## config.mk

```make
export PLATFORM = sky130hd
export DESIGN_NAME = daisy_chain_led_frame_builder_top
export DESIGN_NICKNAME = d
export VERILOG_FILES = /design/src/sv/dcfb_pkg.sv /design/src/sv/daisy_chain_led_frame_builder_top.sv /design/src/sv/dcfb_ram.sv /design/src/sv/dcfb_ctrl.sv /design/src/sv/dcfb_dp.sv
export SDC_FILE = /design/constraint.sdc
export NUM_CORES = 1
export LEC_CHECK = 0
export ABC_AREA = 0
export ABC_CLOCK_PERIOD_IN_PS = 7340
export BUFFER_PORTS_ARGS = -buffer_cell sky130_fd_sc_hd__buf_4
export CAP_MARGIN = 20
export CORE_ASPECT_RATIO = 1.1
export CORE_UTILIZATION = 61
export DETAILED_ROUTE_END_ITERATION = 6
export PLACE_DENSITY = 0.78
export RECOVER_POWER = 50
export SLEW_MARGIN = 20
export SYNTH_ARGS = -nofsm -noshare
export SYNTH_HDL_FRONTEND = slang
export SYNTH_SLANG_ARGS = --single-unit
```

## constraint.sdc

```tcl
create_clock -name clk -period 7.34 [get_ports clk]
set_input_delay 1.835 -clock clk [delete_from_list [all_inputs] [get_ports clk]]
set_output_delay 1.835 -clock clk [all_outputs]
set_load 0.02 [all_outputs]
```

## src/sv/dcfb_pkg.sv

```systemverilog
// ----------------------------------------------------------------------------
// dcfb_pkg
// Shared types and constants for the LED matrix chain frame builder.
// ----------------------------------------------------------------------------
package dcfb_pkg;

	// chain and shadow geometry
	localparam int MAX_DEVICES   = 8;
	localparam int ROWS          = 8;
	localparam int SHADOW_DEPTH  = MAX_DEVICES * ROWS;
	localparam int SHADOW_AW     = $clog2(SHADOW_DEPTH);
	localparam int DEV_W         = 3;
	localparam int ROW_W         = 3;
	localparam int CNT_W         = 4;

	// driver register addresses
	localparam logic [3:0] OPC_NOP       = 4'd0;
	localparam logic [3:0] OPC_INTENSITY = 4'd10;
	localparam logic [3:0] OPC_SCANLIMIT = 4'd11;
	localparam logic [3:0] OPC_SHUTDOWN  = 4'd12;

	// value limits
	localparam logic [7:0] INTENSITY_MAX = 8'd15;
	localparam logic [7:0] SCANLIMIT_MAX = 8'd7;
	localparam logic [ROW_W-1:0] ROW_LAST = 3'd7;

	// command codes
	typedef enum logic [2:0] {
		FN_SET_LED   = 3'd0,
		FN_SET_ROW   = 3'd1,
		FN_SET_COL   = 3'd2,
		FN_CLEAR     = 3'd3,
		FN_SHUTDOWN  = 3'd4,
		FN_INTENSITY = 3'd5,
		FN_SCANLIMIT = 3'd6
	} func_t;

	// controller states
	typedef enum logic [1:0] {
		ST_IDLE,
		ST_READ,
		ST_MOD,
		ST_EMIT
	} state_t;

	// controller to datapath
	typedef struct packed {
		logic load;       // capture command word
		logic rd;         // read shadow row
		logic modify;     // update shadow, set frame payload
		logic word_load;  // load next frame word into output register
		logic next_row;   // advance to next row of a multi-frame command
	} dp_cmd_t;

	// datapath to controller
	typedef struct packed {
		logic in_ok;      // incoming command produces output
		logic out_free;   // output register can take a word
		logic word_last;  // current word is device 0's
		logic row_last;   // current frame is the command's final one
	} dp_sts_t;

endpackage

```

## src/sv/daisy_chain_led_frame_builder_top.sv

```systemverilog
// ----------------------------------------------------------------------------
// daisy_chain_led_frame_builder_top
// Frame builder for a serial chain of up to eight LED matrix driver chips.
// ----------------------------------------------------------------------------
// Each command word (set LED, row or column, clear, shutdown, intensity, scan
// limit) is turned into one or eight frames of 16-bit words, one word per chip
// in the chain, farthest chip first; chips other than the target get no-op
// words. A row shadow of 64 bytes, zero after reset, holds the LED state. Each
// frame is a shadow read, an update, then one word per cycle into the output
// register while the output is not back-pressured. Commands to a chip beyond
// device_count, an unused function code and out-of-range intensity or scan
// limit are dropped. device_count must be written only while no command is in
// flight; the block itself does not enforce this.
// ----------------------------------------------------------------------------
module daisy_chain_led_frame_builder_top
	import dcfb_pkg::*;
(
	input  logic        clk,
	input  logic        arst_n,
	// command words
	input  logic        s_tvalid,
	output logic        s_tready,
	input  logic [23:0] s_tdata,   // device[2:0], row[5:3], column[8:6], value[16:9], bit_on[17]
	input  logic [2:0]  s_tuser,   // func[2:0]
	// chain length
	input  logic        cfg_valid,
	output logic        cfg_ready,
	input  logic [3:0]  cfg_data,
	// frame words
	output logic        m_tvalid,
	input  logic        m_tready,
	output logic [15:0] m_tdata,   // opcode[3:0], data[11:4]
	output logic        m_tuser,   // frame_end[0]
	output logic        m_tlast
);

	dp_cmd_t cmd;
	dp_sts_t sts;

	assign cfg_ready = 1'b1;

	dcfb_ctrl u_ctrl (
		.clk      (clk),
		.arst_n   (arst_n),
		.s_tvalid (s_tvalid),
		.s_tready (s_tready),
		.sts      (sts),
		.cmd      (cmd)
	);

	dcfb_dp u_dp (
		.clk       (clk),
		.arst_n    (arst_n),
		.s_tdata   (s_tdata),
		.s_tuser   (s_tuser),
		.cfg_valid (cfg_valid),
		.cfg_data  (cfg_data),
		.m_tvalid  (m_tvalid),
		.m_tready  (m_tready),
		.m_tdata   (m_tdata),
		.m_tuser   (m_tuser),
		.m_tlast   (m_tlast),
		.cmd       (cmd),
		.sts       (sts)
	);

endmodule

```

## src/sv/dcfb_ram.sv

```systemverilog
// ----------------------------------------------------------------------------
// dcfb_ram
// Generic single-write, single-read RAM with registered read data.
// ----------------------------------------------------------------------------
module dcfb_ram #(
	parameter int WIDTH = 8,
	parameter int DEPTH = 64
) (
	input  logic                     clk,
	input  logic                     we,
	input  logic [$clog2(DEPTH)-1:0] waddr,
	input  logic [WIDTH-1:0]         wdata,
	input  logic                     re,
	input  logic [$clog2(DEPTH)-1:0] raddr,
	output logic [WIDTH-1:0]         rdata
);

	logic [WIDTH-1:0] mem_q [DEPTH];

	// write port
	always_ff @(posedge clk) begin
		if (we) begin
			mem_q[waddr] <= wdata;
		end
	end

	// registered read port
	always_ff @(posedge clk) begin
		if (re) begin
			rdata <= mem_q[raddr];
		end
	end

endmodule

```

## src/sv/dcfb_ctrl.sv

```systemverilog
// ----------------------------------------------------------------------------
// dcfb_ctrl
// Command sequencer: read, modify and frame-emit steps for each row frame.
// ----------------------------------------------------------------------------
module dcfb_ctrl
	import dcfb_pkg::*;
(
	input  logic    clk,
	input  logic    arst_n,
	input  logic    s_tvalid,
	output logic    s_tready,
	input  dp_sts_t sts,
	output dp_cmd_t cmd
);

	state_t state_q, state_d;

	// state register
	always_ff @(posedge clk or negedge arst_n) begin
		if (!arst_n) begin
			state_q <= ST_IDLE;
		end else begin
			state_q <= state_d;
		end
	end

	// next state and commands
	always_comb begin
		state_d  = state_q;
		cmd      = '0;
		s_tready = 1'b0;
		case (state_q)
			ST_IDLE: begin
				s_tready = 1'b1;
				if (s_tvalid) begin
					cmd.load = 1'b1;
					if (sts.in_ok) begin
						state_d = ST_READ;
					end
				end
			end
			ST_READ: begin
				cmd.rd  = 1'b1;
				state_d = ST_MOD;
			end
			ST_MOD: begin
				cmd.modify = 1'b1;
				state_d    = ST_EMIT;
			end
			ST_EMIT: begin
				if (sts.out_free) begin
					cmd.word_load = 1'b1;
					if (sts.word_last) begin
						if (sts.row_last) begin
							state_d = ST_IDLE;
						end else begin
							cmd.next_row = 1'b1;
							state_d      = ST_READ;
						end
					end
				end
			end
			default: state_d = ST_IDLE;
		endcase
	end

endmodule

```

## src/sv/dcfb_dp.sv

```systemverilog
// ----------------------------------------------------------------------------
// dcfb_dp
// Datapath: command registers, row shadow with valid bits, frame word output.
// ----------------------------------------------------------------------------
module dcfb_dp
	import dcfb_pkg::*;
(
	input  logic        clk,
	input  logic        arst_n,
	// command word
	input  logic [23:0] s_tdata,
	input  logic [2:0]  s_tuser,
	// chain length register
	input  logic        cfg_valid,
	input  logic [3:0]  cfg_data,
	// frame words
	output logic        m_tvalid,
	input  logic        m_tready,
	output logic [15:0] m_tdata,
	output logic        m_tuser,
	output logic        m_tlast,
	// control
	input  dp_cmd_t     cmd,
	output dp_sts_t     sts
);

	// incoming fields
	logic [DEV_W-1:0] in_dev;
	logic [ROW_W-1:0] in_row;
	logic [2:0]       in_col;
	logic [7:0]       in_val;
	logic             in_bit;
	func_t            in_func;
	logic             in_ok;

	assign in_dev  = s_tdata[2:0];
	assign in_row  = s_tdata[5:3];
	assign in_col  = s_tdata[8:6];
	assign in_val  = s_tdata[16:9];
	assign in_bit  = s_tdata[17];
	assign in_func = func_t'(s_tuser);

	logic [CNT_W-1:0] dev_cnt_q;
	func_t            func_q;
	logic [DEV_W-1:0] dev_q;
	logic [ROW_W-1:0] row_q;
	logic [2:0]       col_q;
	logic [7:0]       val_q;
	logic             bit_q;
	logic [DEV_W-1:0] k_q;
	logic [3:0]       opc_q;
	logic [7:0]       byte_q;
	logic             multi;

	// chain length register; out-of-range values select the full chain
	always_ff @(posedge clk or negedge arst_n) begin
		if (!arst_n) begin
			dev_cnt_q <= CNT_W'(MAX_DEVICES);
		end else if (cfg_valid) begin
			if (cfg_data == '0 || cfg_data > CNT_W'(MAX_DEVICES)) begin
				dev_cnt_q <= CNT_W'(MAX_DEVICES);
			end else begin
				dev_cnt_q <= cfg_data;
			end
		end
	end

	// command filter: target in chain, known code, value in range
	always_comb begin
		in_ok = {1'b0, in_dev} < dev_cnt_q;
		case (s_tuser)
			FN_SET_LED, FN_SET_ROW, FN_SET_COL, FN_CLEAR, FN_SHUTDOWN: ;
			FN_INTENSITY: if (in_val > INTENSITY_MAX) in_ok = 1'b0;
			FN_SCANLIMIT: if (in_val > SCANLIMIT_MAX) in_ok = 1'b0;
			default: in_ok = 1'b0;
		endcase
	end

	assign sts.in_ok = in_ok;

	assign multi = (func_q == FN_SET_COL) || (func_q == FN_CLEAR);

	// command capture and row walk
	always_ff @(posedge clk) begin
		if (cmd.load) begin
			func_q <= in_func;
			dev_q  <= in_dev;
			col_q  <= in_col;
			val_q  <= in_val;
			bit_q  <= in_bit;
			if (in_func == FN_SET_COL || in_func == FN_CLEAR) begin
				row_q <= '0;
			end else begin
				row_q <= in_row;
			end
		end else if (cmd.next_row) begin
			row_q <= row_q + ROW_W'(1);
		end
	end

	// shadow memory and per-entry valid bits
	logic [SHADOW_AW-1:0]    addr;
	logic [7:0]              rdata;
	logic [SHADOW_DEPTH-1:0] vld_q;
	logic                    rd_vld_q;
	logic                    we;
	logic [7:0]              new_byte;
	logic [7:0]              base;
	logic [7:0]              mask;
	logic                    led_on;

	assign addr = {dev_q, row_q};

	dcfb_ram #(
		.WIDTH(8),
		.DEPTH(SHADOW_DEPTH)
	) u_shadow (
		.clk   (clk),
		.we    (we),
		.waddr (addr),
		.wdata (new_byte),
		.re    (cmd.rd),
		.raddr (addr),
		.rdata (rdata)
	);

	always_ff @(posedge clk or negedge arst_n) begin
		if (!arst_n) begin
			vld_q    <= '0;
			rd_vld_q <= 1'b0;
		end else begin
			if (cmd.rd) begin
				rd_vld_q <= vld_q[addr];
			end
			if (we) begin
				vld_q[addr] <= 1'b1;
			end
		end
	end

	// row update; unwritten entries read as zero
	always_comb begin
		base     = rd_vld_q ? rdata : 8'h00;
		mask     = 8'h80 >> col_q;
		led_on   = bit_q;
		we       = 1'b0;
		new_byte = base;
		case (func_q)
			FN_SET_LED, FN_SET_COL: begin
				if (func_q == FN_SET_COL) begin
					led_on = val_q[ROW_LAST - row_q];
				end
				new_byte = led_on ? (base | mask) : (base & ~mask);
				we       = cmd.modify;
			end
			FN_SET_ROW: begin
				new_byte = val_q;
				we       = cmd.modify;
			end
			FN_CLEAR: begin
				new_byte = 8'h00;
				we       = cmd.modify;
			end
			default: ;
		endcase
	end

	// frame payload for the target device
	always_ff @(posedge clk) begin
		if (cmd.modify) begin
			k_q <= DEV_W'(dev_cnt_q - CNT_W'(1));
			case (func_q)
				FN_SHUTDOWN: begin
					opc_q  <= OPC_SHUTDOWN;
					byte_q <= bit_q ? 8'h00 : 8'h01;
				end
				FN_INTENSITY: begin
					opc_q  <= OPC_INTENSITY;
					byte_q <= val_q;
				end
				FN_SCANLIMIT: begin
					opc_q  <= OPC_SCANLIMIT;
					byte_q <= val_q;
				end
				default: begin
					opc_q  <= {1'b0, row_q} + 4'd1;
					byte_q <= new_byte;
				end
			endcase
		end else if (cmd.word_load) begin
			k_q <= k_q - DEV_W'(1);
		end
	end

	assign sts.word_last = (k_q == '0);
	assign sts.row_last  = !multi || (row_q == ROW_LAST);
	assign sts.out_free  = !m_tvalid || m_tready;

	// output word register: farthest device first, no-op for others
	always_ff @(posedge clk or negedge arst_n) begin
		if (!arst_n) begin
			m_tvalid <= 1'b0;
		end else if (cmd.word_load) begin
			m_tvalid <= 1'b1;
		end else if (m_tready) begin
			m_tvalid <= 1'b0;
		end
	end

	always_ff @(posedge clk) begin
		if (cmd.word_load) begin
			if (k_q == dev_q) begin
				m_tdata <= {4'd0, byte_q, opc_q};
			end else begin
				m_tdata <= {4'd0, 8'h00, OPC_NOP};
			end
			m_tuser <= sts.word_last;
			m_tlast <= sts.word_last && sts.row_last;
		end
	end

endmodule
```

=== Word-level counts from Yosys, hierarchy flattened ===
Memory sizes are Yosys's and may differ from the RTL's. A register that Yosys moved wholly into a read port is not among the register bits.
Index checks and enable logic that the tools add are counted.

* Output and inout port bits: 21
* Input port bits: 36
* Logic and storage cells: 122
* Memory bits (writable): 512
* Register bits after elaboration: 126
* Memories kept: 1

{| class="wikitable"
|+ Memory list
! name !! words !! bits a word !! read ports !! clocked after Yosys merged registers in !! write ports !! RTL line !! source
|-
| u_dp.u_shadow.mem_q || 64 || 8 || 1 || 1 || 1 || dcfb_ram.sv:18 || <nowiki>logic [WIDTH-1:0] mem_q [DEPTH];</nowiki>
|}

* Magnitude comparators: 7
* Reduce and logical (&&, ||, !) cells: 22
* $add $sub $neg: 5
* Equality and inequality tests: 21
* Multiplexer cells: 43
* Bitwise logic cells: 4
* Shift operators: 1

{| class="wikitable"
|+ Operators with widths
! kind !! count
|-
| 64-bit OR || 1
|-
| 8-bit one-hot mux with 3 select lines || 1
|-
| 3-bit equality test (second input constant) || 7
|-
| 1-bit two-way mux || 21
|-
| 8-bit two-way mux || 2
|-
| 8-bit one-hot mux with 2 select lines || 1
|-
| 3-bit two-way mux || 5
|-
| 3-bit by 2-bit equality test with 1-bit output (second input constant) || 4
|-
| 2-bit two-way mux || 6
|-
| 4-bit one-hot mux with 3 select lines || 1
|-
| 3-bit zero test || 3
|-
| 8-bit bitwise AND || 1
|-
| 8-bit by 3-bit > comparator with 1-bit output (second input constant) || 1
|-
| 8-bit by 4-bit > comparator with 1-bit output (second input constant) || 1
|-
| 8-bit NOT || 1
|-
| 8-bit OR || 1
|-
| 2-bit one-hot mux with 4 select lines || 1
|-
| 8-bit by 3-bit >> shifter with 8-bit output (first input constant) || 1
|-
| 6-bit by 7-bit < comparator with 1-bit output (second input constant) || 1
|-
| 1-bit binary-select mux with 6-bit select || 1
|-
| 1-bit demux with 6-bit select || 1
|-
| 3-bit by 1-bit equality test with 1-bit output (second input constant) || 2
|-
| 6-bit by 1-bit greater-or-equal comparator with 1-bit output (second input constant) || 1
|-
| 2-bit nonzero test || 3
|-
| other kinds (24) || 35
|}

=== Logic depth before layout (Yosys ltp) ===
* Depth after elaboration: 10
* Gate-level depth with buffers: 11
* Depth with buffers taken out: 7

=== Modules after synthesis ===
Synthesis repeated with hierarchy kept, for this count alone.

* Cell total of the unflattened synthesis: 1,516
* Area, all modules: 26,519.2 sq um

{| class="wikitable"
|+ By module, submodules not included
! module !! seq. area each (sq um) !! area an instance (sq um) !! cells each !! instances
|-
| dcfb_ram || 15,615.0 || 20,246.9 || 940 || 1
|-
| dcfb_dp || 3,254.4 || 6,052.1 || 552 || 1
|-
| dcfb_ctrl || 50.0 || 209.0 || 22 || 1
|-
| daisy_chain_led_frame_builder_top || 0.0 || 11.3 || 2 || 1
|}

=== Least setup slack after synthesis ===
Ideal clock, no wire load.

* Kind: flip-flop to flip-flop
* From: register u_dp.row_q[2]
* To: memory u_dp.u_shadow.mem_q[0][7] (data pin)
* Cell stages (with the launch flop): 9
* Clock period less this slack: 3.968 ns
* Path buffers: 2
* Path slack: 3.372 ns
* Data required time: 6.792 ns
* Data arrival time: 3.420 ns
* Setup time: 0.548 ns
* Path through: edfxtp_1 > buf_6 > buf_4 > or3b_2 > a21oi_1 > a211oi_1 > o21ai_1 > nor3_1 > a21oi_1

* Word-level cells in the longest chain between the ends: 7

{| class="wikitable"
|+ RTL lines
! what !! RTL line !! source
|-
| start, declared || dcfb_dp.sv:46 || <nowiki>logic [ROW_W-1:0] row_q;</nowiki>
|-
| start signal, assigned || dcfb_dp.sv:94 || <nowiki>row_q <= in_row;</nowiki>
|-
| start signal, assigned || dcfb_dp.sv:97 || <nowiki>row_q <= row_q + ROW_W'(1);</nowiki>
|-
| 3-bit subtractor || dcfb_dp.sv:151 || <nowiki>led_on = val_q[ROW_LAST - row_q];</nowiki>
|-
| 1-bit binary-select mux with 3-bit select || dcfb_dp.sv:151 ||
|-
| 1-bit two-way mux (implied by the code) || dcfb_dp.sv:151 ||
|-
| 1-bit two-way mux || dcfb_dp.sv:150 || <nowiki>if (func_q == FN_SET_COL) begin</nowiki>
|-
| 1-bit two-way mux || dcfb_dp.sv:148 || <nowiki>case (func_q)</nowiki>
|-
| 8-bit two-way mux || dcfb_dp.sv:153 || <nowiki>new_byte = led_on ? (base | mask) : (base & ~mask);</nowiki>
|-
| 8-bit one-hot mux with 3 select lines || dcfb_dp.sv:148 ||
|-
| net u_dp.new_byte[7] || dcfb_dp.sv:107 || <nowiki>logic [7:0] new_byte;</nowiki>
|-
| end, declared || dcfb_ram.sv:18 ||
|}

The timed path passes the listed nets, and every way through them passes these cells. The select of a mux whose other input is x is not followed.

==> run metrics <==
status finished with violations; failing checks capacitance limit, slew limit; Post-Route WL ~63 mm; 1st-iter DRT viols between 1500 and 2000; Die Span X between 150 and 200 um; Worst R2R Setup Slack 2.27 ns; Req. time, crit path around 7.7 ns; Compound-Gate Fraction of Synth Area 0.07537; CTS HTree Levels 2; worst hold path startpoint u_dp.vld_q[20]; Synth Area in Adders 0.004348; initial core utilization 0.6229; Final #Nets 1658; vias in the first global route 14820; largest family of logic cells by synthesized area multiplexers; sequential area share after synthesis 0.7305; FF-to-FF End u_dp.u_shadow.rdata[5]; post-synthesis area per instance 16.50 sq um; Slew Viols, Final 37; Worst R2R Path Depth 6; Crit-path slowest cell clkbuf_1; CTS Hold Buffers Added 0; GPL Wtd Cong 0.9314; Layout fillers 2631; global-route wire length before repair around 93 mm; # DRC 0; delay of the slowest cell on the worst path around 1.8 ns; #FFs+latches synth 642; Slew headroom -0.6430; top-count cell post-synth edfxtp_1; Fin Setup TNS 0 ns; Area Overhead vs Synth 10.47%; antenna diode count 0; CTS sink cnt 642; crit-path cells buf_12, clkbuf_1, nor2_1, a222oi_1, o22ai_1, or4_1; Commonest cells post-synth 570 x edfxtp_1, 120 x nor2_1, 77 x nand2_1, 71 x dfrtp_1, 71 x mux2i_1; xor-xnor portion of the synthesized cell area 0.001691; Cell variety after synth 70; fin crit period 5.070 ns; post-synth top area share 0.6609; post-cts sizing count 0; root buffer cell clkbuf_16; CP arrival 5.42 ns; Max Freq around 200 MHz; total iterations of the first detailed-routing run 6; Max Cap Viol 1; Mapped Area ~26000 sq um; Hold EP u_dp.vld_q[20]; Final ANT Viol Nets 0; grt ovf 0; Post-synth EDFFs between 500 and 600; core area about 42000 sq um; Cell Area, Placed ~27000 sq um; DIE AREA approximately 43000 sq um; final design instance area without fill between 20000 and 30000 sq um; Port Buf Inserts between 40 and 50; Yosys warning total 0; reg2reg start u_dp.row_q[2]; DR vias/cell roughly 6.7; WL per Instance roughly 28 um; ys flop type edfxtp_1; Post-synth ARST share 0.1121; total vias in the final route between 10000 and 15000; postcts setup bufs 0; initial antenna violation count 1; Die Height around 220 um; Hold Path Depth 1; CP Capture Type register; Hold Crit Class reg2reg; row count 78; share of cells above drive strength 1 0.1918; Synth Area in Simple Gates 0.06648; mux share of post-synthesis cell area 0.09947; Worst Max-Slew Pin Slew roughly 2.5 ns; area leader, netlist edfxtp_1; main area contributors after synthesis edfxtp_1 66%, dfrtp_1 6.9%, mux4_2 4.9%; largest net degree at the start of global routing ~120; Max Root-Sink Buffers 3; Final Cycle Share 0.6908; RSZ-0062 raised after global routing no; Power Dens Cells 351.4 nW/um^2; startpoint types register; Layout Skew between 0.015 and 0.02 ns; Num CTS Buffers between 50 and 60; P_leak between 0.01 and 0.015 uW; # IOs 57; VDD IR max 0.0001783 V; Max FO, Critical Path ~120; GRT Total Usage 0.2981; Hold Violations, Final 0; Syn Inst Count 1570; Setup CP Type reg2reg; Clock Latency Late Sink about 0.63 ns; Final HPWL DP between 30 and 40 mm; Final setup viols 0; Reg clk slew, reported paths roughly 0.07 ns; CTS tree built
kinds of logic after synthesis:
family,after synthesis
simple gates,355
compound gates,277
xor+xnor,5
other cells,2
flops,642
mux,175
fa+ha+maj,9
buf+inv,105
stage by stage:
stage	worst slack, ns	total power, uW	hold WS [ns]	std cells	utilization
after floorplan	3.372	6236	0.4300	1573	-
after global placement	3.475	6901	0.4427	2113	0.6427
after detailed placement	3.347	6974	0.4447	2113	0.6427
after CTS	3.300	10040	0.4597	2223	0.6904
after global routing	2.122	10340	0.4743	2223	0.6882
final	2.270	10050	0.4587	2223	0.6882
flip-flops by register name (all words and copies together) (netlist names), 3 cells and up:
name	cells
u_dp.func_q	3
u_dp.vld_q	64
u_dp.opc_q	4
u_dp.m_tdata	12
u_dp.dev_q	3
u_dp.byte_q	8
u_dp.val_q	8
u_dp.u_shadow.rdata	8
u_dp.k_q	3
u_dp.row_q	3
u_dp.u_shadow.mem_q	512
u_dp.dev_cnt_q	4
u_dp.col_q	3
placed cells by master (no fill, tap or decap), types with 30 or more instances in the layout:
master,n
a21oi_1,47
a221oi_1,45
buf_4,30
clkbuf_1,42
clkbuf_16,60
dfrtp_1,71
edfxtp_1,570
mux2_2,42
mux2i_1,71
mux4_2,56
nand2_1,76
nor2_1,118
o21ai_0,39
or2_2,66
critical path: cells and delay by family (launching register included):
family	cells	cell delay, ns
DFF	1	0.38
buffers and inverters	2	2.26
AOI/OAI and AO/OA	2	0.79
and+or+nand+nor	2	1.25
cell type report:
class                           count  area [sq um]  area share
Tap cell                          560         700.7     0.02449
Clock inverter                     25         270.3    0.009446
Sequential cell                   642         18920      0.6613
Clock buffer                       85          1715     0.05996
Inverter                           13         48.80    0.001706
Multi-Input combinational cell    826          6496      0.2271
Timing Repair Buffer               72         460.4     0.01609
layer usage:
layer | global-route usage | share of wire
met3 | 0.06512 | 0.11
met5 | 0.008102 | 0.0010
met4 | 0.1544 | 0.053
met1 | 0.3917 | 0.36
met2 | 0.4712 | 0.47
worst max-delay path by stage:
stage / from / to / cells after the start
5_1_grt: u_dp.row_q[2] / u_dp.u_shadow.rdata[5] / 6
4_1_cts: u_dp.row_q[1] / u_dp.u_shadow.mem_q[34][1] / 9
6_report: u_dp.row_q[2] / u_dp.u_shadow.rdata[5] / 6
3_3_place_gp: u_dp.row_q[1] / u_dp.u_shadow.mem_q[16][1] / 9
2_1_floorplan: u_dp.row_q[2] / u_dp.u_shadow.mem_q[0][7] / 8
3_5_place_dp: u_dp.row_q[1] / u_dp.u_shadow.mem_q[18][1] / 9
report_power, final:
group	switching [uW]	total, uW	internal, uW
Combinational	1430	2160	727
Clock	1300	3100	1800
Sequential	173	4790	4620
Total	2910	10100	7150
(Power assumes the default switching activity.)
